$ cat config.mk
export PLATFORM = sky130hd
export DESIGN_NAME = dual_stepper_pulse_generator
export DESIGN_NICKNAME = d
export VERILOG_FILES = /design/src/hdl/dsp_pkg.sv /design/src/hdl/dsp_chan.sv /design/src/hdl/dsp_out_stage.sv /design/src/hdl/dual_stepper_pulse_generator.sv
export SDC_FILE = /design/constraint.sdc
export NUM_CORES = 1
export LEC_CHECK = 0
export BUFFER_PORTS_ARGS = -buffer_cell sky130_fd_sc_hd__buf_4
export CAP_MARGIN = 25
export CORE_UTILIZATION = 40
export CTS_CLUSTER_DIAMETER = 60
export DETAILED_ROUTE_END_ITERATION = 8
export SLEW_MARGIN = 20
export SYNTH_ARGS = -nofsm -noshare
export SYNTH_HDL_FRONTEND = slang
export SYNTH_SLANG_ARGS = --single-unit
$ cat constraint.sdc
create_clock -name aclk -period 3.5 [get_ports aclk]
set_clock_uncertainty 0.15 [all_clocks]
set_input_delay 0.35 -clock aclk [delete_from_list [all_inputs] [get_ports aclk]]
set_output_delay 0.35 -clock aclk [all_outputs]
set_load 0.005 [all_outputs]
$ cat src/hdl/dsp_pkg.sv
`timescale 1ns / 1ps

package dsp_pkg;

    // Field width of the step and period words on the input channel
    localparam int FIELD_BITS       = 32;

    // Defaults for the counter widths actually used inside
    localparam int DEF_STEP_BITS    = 32;
    localparam int DEF_PERIOD_BITS  = 32;

    // Item kind codes
    localparam logic KIND_TICK = 1'b0;
    localparam logic KIND_CMD  = 1'b1;

    // Input word
    typedef struct packed {
        logic                  kind;
        logic [FIELD_BITS-1:0] steps_left;
        logic [FIELD_BITS-1:0] period_left;
        logic [FIELD_BITS-1:0] steps_right;
        logic [FIELD_BITS-1:0] period_right;
    } in_word_t;

    // Result word
    typedef struct packed {
        logic left_step_pin;
        logic right_step_pin;
        logic busy_res;
        logic done_res;
        logic accepted;
    } out_word_t;

    // Per-channel strobes from the top level
    typedef struct packed {
        logic load;
        logic tick;
    } chan_ctl_t;

    // Per-channel status back to the top level
    typedef struct packed {
        logic busy_now;
        logic busy_next;
        logic level_next;
    } chan_stat_t;

endpackage

$ cat src/hdl/dsp_chan.sv
`timescale 1ns / 1ps

module dsp_chan
    import dsp_pkg::*;
#(
    parameter int STEP_BITS   = DEF_STEP_BITS,
    parameter int PERIOD_BITS = DEF_PERIOD_BITS
) (
    input  logic                   aclk,
    input  logic                   aresetn,
    input  chan_ctl_t              ctl,
    input  logic [STEP_BITS-1:0]   steps,
    input  logic [PERIOD_BITS-1:0] period,
    output chan_stat_t             stat
);

    logic [STEP_BITS:0]     half_reg,   half_next;
    logic [PERIOD_BITS-1:0] count_reg,  count_next;
    logic [PERIOD_BITS-1:0] reload_reg, reload_next;
    logic                   level_reg,  level_next;
    logic [PERIOD_BITS-1:0] period_eff;
    logic                   busy;
    logic                   expire;

    // Zero period behaves as one
    assign period_eff = (period == '0) ? {{(PERIOD_BITS-1){1'b0}}, 1'b1} : period;
    assign busy       = (half_reg != '0);
    assign expire     = (count_reg <= {{(PERIOD_BITS-1){1'b0}}, 1'b1});

    // Load on command; on a tick while busy, count down or toggle
    always_comb begin
        half_next   = half_reg;
        count_next  = count_reg;
        reload_next = reload_reg;
        level_next  = level_reg;
        if (ctl.load) begin
            half_next   = {steps, 1'b0};
            reload_next = period_eff;
            count_next  = period_eff;
        end else if (ctl.tick && busy) begin
            if (expire) begin
                level_next = ~level_reg;
                half_next  = half_reg - {{STEP_BITS{1'b0}}, 1'b1};
                count_next = reload_reg;
            end else begin
                count_next = count_reg - {{(PERIOD_BITS-1){1'b0}}, 1'b1};
            end
        end
    end

    always_ff @(posedge aclk) begin
        if (!aresetn) begin
            half_reg   <= '0;
            count_reg  <= '0;
            reload_reg <= '0;
            level_reg  <= 1'b0;
        end else begin
            half_reg   <= half_next;
            count_reg  <= count_next;
            reload_reg <= reload_next;
            level_reg  <= level_next;
        end
    end

    assign stat.busy_now   = busy;
    assign stat.busy_next  = (half_next != '0);
    assign stat.level_next = level_next;

endmodule

$ cat src/hdl/dsp_out_stage.sv
`timescale 1ns / 1ps

module dsp_out_stage
    import dsp_pkg::*;
(
    input  logic      aclk,
    input  logic      aresetn,
    input  logic      push,
    input  out_word_t push_data,
    output logic      free,
    output logic      m_valid,
    input  logic      m_ready,
    output out_word_t m_data
);

    logic      valid_reg, valid_next;
    out_word_t data_reg;

    // Room when empty or the held word leaves this cycle
    assign free = !valid_reg || m_ready;

    always_comb begin
        valid_next = valid_reg;
        if (push) begin
            valid_next = 1'b1;
        end else if (m_ready) begin
            valid_next = 1'b0;
        end
    end

    always_ff @(posedge aclk) begin
        if (!aresetn) begin
            valid_reg <= 1'b0;
        end else begin
            valid_reg <= valid_next;
        end
    end

    always_ff @(posedge aclk) begin
        if (push) begin
            data_reg <= push_data;
        end
    end

    assign m_valid = valid_reg;
    assign m_data  = data_reg;

endmodule

$ cat src/hdl/dual_stepper_pulse_generator.sv
`timescale 1ns / 1ps
// Channel | Direction | Handshake         | Word
// s_      | in        | s_valid / s_ready | in_word_t  (tick or move command)
// m_      | out       | m_valid / m_ready | out_word_t (pin levels and status)
//
// One word per cycle while the output register can take it; each accepted word's result is valid in the next cycle.
// State updates and the result are computed in the accept cycle and the
// result sits in a single output register.
// s_ready is high while that register is empty or being drained.
// Reset (aresetn low, synchronous) clears both channels and the output valid.

module dual_stepper_pulse_generator
    import dsp_pkg::*;
#(
    parameter int STEP_BITS   = DEF_STEP_BITS,
    parameter int PERIOD_BITS = DEF_PERIOD_BITS
) (
    input  logic      aclk,
    input  logic      aresetn,
    input  logic      s_valid,
    output logic      s_ready,
    input  in_word_t  s_data,
    output logic      m_valid,
    input  logic      m_ready,
    output out_word_t m_data
);

    logic       s_fire;
    logic       is_cmd;
    logic       was_busy;
    logic       busy_after;
    chan_ctl_t  ctl;
    chan_stat_t stat_l, stat_r;
    out_word_t  res;

    assign s_fire   = s_valid && s_ready;
    assign is_cmd   = (s_data.kind == KIND_CMD);
    assign was_busy = stat_l.busy_now || stat_r.busy_now;

    // Command only taken when idle; tick only acts while busy
    assign ctl.load = s_fire && is_cmd && !was_busy;
    assign ctl.tick = s_fire && !is_cmd && was_busy;

    dsp_chan #(
        .STEP_BITS   (STEP_BITS),
        .PERIOD_BITS (PERIOD_BITS)
    ) u_left (
        .aclk    (aclk),
        .aresetn (aresetn),
        .ctl     (ctl),
        .steps   (s_data.steps_left[STEP_BITS-1:0]),
        .period  (s_data.period_left[PERIOD_BITS-1:0]),
        .stat    (stat_l)
    );

    dsp_chan #(
        .STEP_BITS   (STEP_BITS),
        .PERIOD_BITS (PERIOD_BITS)
    ) u_right (
        .aclk    (aclk),
        .aresetn (aresetn),
        .ctl     (ctl),
        .steps   (s_data.steps_right[STEP_BITS-1:0]),
        .period  (s_data.period_right[PERIOD_BITS-1:0]),
        .stat    (stat_r)
    );

    // Result word from the post-update state
    assign busy_after         = stat_l.busy_next || stat_r.busy_next;
    assign res.left_step_pin  = stat_l.level_next;
    assign res.right_step_pin = stat_r.level_next;
    assign res.busy_res       = busy_after;
    assign res.done_res       = (ctl.load || ctl.tick) && !busy_after;
    assign res.accepted       = ctl.load;

    dsp_out_stage u_out (
        .aclk      (aclk),
        .aresetn   (aresetn),
        .push      (s_fire),
        .push_data (res),
        .free      (s_ready),
        .m_valid   (m_valid),
        .m_ready   (m_ready),
        .m_data    (m_data)
    );

    // A finished move never reports busy
    a_done_idle: assert property (@(posedge aclk) disable iff (!aresetn)
        (m_valid && m_data.done_res) |-> !m_data.busy_res)
        else $error("done_res with busy_res set");

    // Command during a move is dropped
    a_busy_cmd: assert property (@(posedge aclk) disable iff (!aresetn)
        (s_fire && is_cmd && was_busy) |=> (m_valid && !m_data.accepted && m_data.busy_res))
        else $error("command taken while busy");

    // Tick while idle leaves everything quiet
    a_idle_tick: assert property (@(posedge aclk) disable iff (!aresetn)
        (s_fire && !is_cmd && !was_busy) |=> (!m_data.done_res && !m_data.busy_res))
        else $error("idle tick changed status");

    // Busy only drops on an accepted word
    a_busy_fall: assert property (@(posedge aclk) disable iff (!aresetn)
        ($fell(was_busy) && $past(aresetn)) |-> $past(s_fire))
        else $error("busy dropped without a word");

endmodule

==> metrics.md <==
| Metric | Value |
|---|---|
| Routability Congestion | 0.944 |
| RSZ-0062 raised after global routing | yes |
| Post-layout min period | 3620 ps |
| Async SR Flop Fraction | 0% |
| WHS | approximately 23 ps |
| Worst Hold Launch | s_data[122] |
| Most frequent cells in the layout | buf_4 (368), nand2_1 (252), dfxtp_1 (196) |
| Final Cycle Share | 103% |
| Die height | 170 µm |
| Synth top area cells | dfxtp_1 (35%), nand2_1 (8.4%), a21boi_0 (8.3%), a21oi_1 (4.2%), o21ai_0 (4.2%) |
| CP endpoint kind | flip-flop |
| Reg-to-Reg Start | u_right.count_reg[26]$_SDFFE_PN0P_ |
| Syn Nets | 1641 |
| DRT iter0 DRCs | 1073 |
| Core Box Area | about 0.028 mm² |
| Post-synth EDFFs | 5 |
| I/O pins | 140 |
| Relative slew slack | 52.9% |
| CP Cell Sequence | or4_1, nor4_2, buf_4, nand2_1, or4_4, xnor2_1, a21oi_2, nand4_1, or4_4, nor4_4, nand4_1 |
| Final core occ | between 60 and 70% |
| Post-synth cell types | 60 |
| Fin cells | 2338 |
| Max capacitance violation total | 0 |
| # DRC | 0 |
| Cells after Synth | 1502 |
| Via count | 12900 |
| DRT Wirelength | roughly 43000 µm |
| CTS buffer count | 26 |
| Area Growth Syn to Fin | 48.1% |
| Iteration count of the initial detailed-routing pass | 5 |
| Slew of the pin with the lowest slew margin | just over 700 ps |
| H-tree depth | 1 |
| Average vias per placed instance | roughly 5.5 |
| Max FO, Critical Path | 5 |
| Seq/Total Area, Yosys | a little over a third |
| Total grt overflow | 0 |
| Kind of start point of the critical path | flip-flop |
| WHS Path Cells | 3 |
| Mapped Area | about 0.011 mm² |
| Final hold violations | 0 |
| Syn_area_per_cell | roughly 7.5 µm² |
| Worst min path class | primary input to flip-flop |
| Antenna violations before repair | 0 |
| Clk_lat worst skew | around 550 ps |
| Worst R2R End | u_out.m_data[2]$_DFFE_PP_ |
| Nets@finish | ~2100 |
| Failing checks | setup timing |
| Site Rows | ~60 |
| Achievable frequency | 0.276 GHz |
| Fill cells | 2557 |
| Total track usage | 29.4% |
| Fin area | approximately 0.017 mm² |
| Area after DPL | 0.0144 mm² |
| Largest net degree at the start of global routing | 70 |
| Worst reg-to-reg path cell count | 11 |
| Main synth FF type | dfxtp_1 |
| Vias in the first global route | 12500 |
| CP max stage delay | 560 ps |
| # port buffers | between 100 and 150 |
| CTS Root Buffer Type | clkbuf_16 |
| Share of cells above drive strength 1 | 24.1% |
| Inst Count DP | 2172 |
| DRT antenna net count | 0 |
| CTS tree | done |
| Yosys warns | 0 |
| Ant. Diodes | 0 |
| Synth top area share | a little over a third |
| Area leader, netlist | dfxtp_1 |
| Drt wl/cell | 18.5 µm |
| Slowest CP cell | or4_1 |
| Worst Hold Path EP | u_left.half_reg[27]$_SDFF_PN0_ |
| Setup ws final | -120 ps |
| Commonest non-fill, non-tap cell in the layout | buf_4 |
| Initial Utilization | 40.7% |
| Yosys reg bits | roughly 200 |
| CP Data Arrival Time | 3760 ps |
| Die area | ~0.029 mm² |
| Clock transition at the registers of the reported paths | ~60 ps |
| Final Max Tran Viols | 0 |
| WS Path Type | flip-flop to flip-flop |
| Worst EP required | approximately 3600 ps |
| Final HPWL DP | 30700 µm |
| Clock Sinks | 202 |
| Die Wd | between 150 and 200 µm |
| R2R setup slack | -120 ps |
| First-pass GRT wire length | 67000 µm |
| Final setup fails | 2 |
| Run status | complete, but fails checks |
| CTS max path bufs | 3 |
-- what timing repair did --
action / in CTS / in global routing
hold buffers: 114 / 0
gates cloned: 0 / 1
setup buffers: 4 / 1
endpoints found under the hold margin: 169 / 0
gates resized for setup: 20 / 18
pin swaps: 4 / 6
endpoints found under the setup margin: 2 / 59
-- area by class of cell --
type	count	area (µm²)	area share (%)
Multi-Input combinational cell	1195	7050	42.1
Clock inverter	12	220	1.31
Tap cell	378	473	2.82
Clock buffer	34	711	4.24
Inverter	22	82.6	0.493
Timing Repair Buffer	495	4130	24.7
Sequential cell	202	4100	24.4
-- worst max-delay path, delay by kind of cell (launching register included) --
kind | cells | cell delay (ps)
compound gates | 1 | 150
xor+xnor | 1 | 160
buf+inv | 1 | 160
flops | 1 | 300
simple gates | 8 | 2430
-- worst max-delay path by stage --
stage                                             from                         to  slack, ps  cells after the start
global placement     u_right.count_reg[8]$_SDFFE_PN0P_  u_out.m_data[2]$_DFFE_PP_       -240                     11
global route        u_right.count_reg[26]$_SDFFE_PN0P_  u_out.m_data[2]$_DFFE_PP_       -280                     11
detailed placement      u_left.half_reg[29]$_SDFF_PN0_  u_out.m_data[2]$_DFFE_PP_       -330                     10
floorplan               u_left.half_reg[26]$_SDFF_PN0_  u_out.m_data[2]$_DFFE_PP_        -40                     12
CTS                    u_right.half_reg[27]$_SDFF_PN0_  u_out.m_data[2]$_DFFE_PP_       -160                     11
finish              u_right.count_reg[26]$_SDFFE_PN0P_  u_out.m_data[2]$_DFFE_PP_       -120                     11
-- logic make-up after synthesis --
| kind of cell | count (synthesis) | synth area share [%] |
|---|---|---|
| compound gates | 414 | 23.3 |
| xor+xnor | 68 | 5.26 |
| fa+ha+maj | 6 | 0.663 |
| buf+inv | 105 | 3.50 |
| flops | 202 | 36.2 |
| mux | 2 | 0.177 |
| simple gates | 705 | 30.9 |
-- cell usage after synthesis (4+ instances only) --
library cell,count
a21oi_1,96
o21ai_0,95
inv_1,21
xnor2_1,46
o22ai_1,16
nand2_1,253
ha_1,6
clkbuf_1,77
dfxtp_1,197
a21boi_0,125
nand4b_1,5
a21boi_1,14
or3_1,24
buf_1,4
or4_1,30
nor4_1,64
nor2_1,121
nor2b_1,24
o211ai_1,17
or2_2,4
nor3b_1,9
and3_1,5
nor3_1,56
o21a_1,4
edfxtp_1,5
nand4_1,24
nand3_1,41
xor2_1,22
a211oi_1,10
o211a_1,11
nor4b_1,5
and2_1,17
nand2b_1,6
o31ai_1,9
-- stage by stage --
stage | setup TNS, ps | setup WS, ps
global route | -511 | -275
global placement | -469 | -235
floorplan | -43.1 | -43.1
detailed placement | -604 | -328
CTS | -280 | -162
finish | -227 | -120
-- routing by layer --
| layer | vias to the layer above | part of all wire [%] | GRT usage [%] |
|---|---|---|---|
| met5 | - | 0 | 0 |
| met4 | 0 | 3.4 | 10.3 |
| met3 | 82 | 6.2 | 3.95 |
| met2 | 442 | 45 | 49.0 |
| met1 | 6106 | 45 | 38.8 |
| li1 | 6282 | - | - |
Power is not shown: default switching activity piles up to over one toggle a cycle in this logic, so the estimate is an artifact.
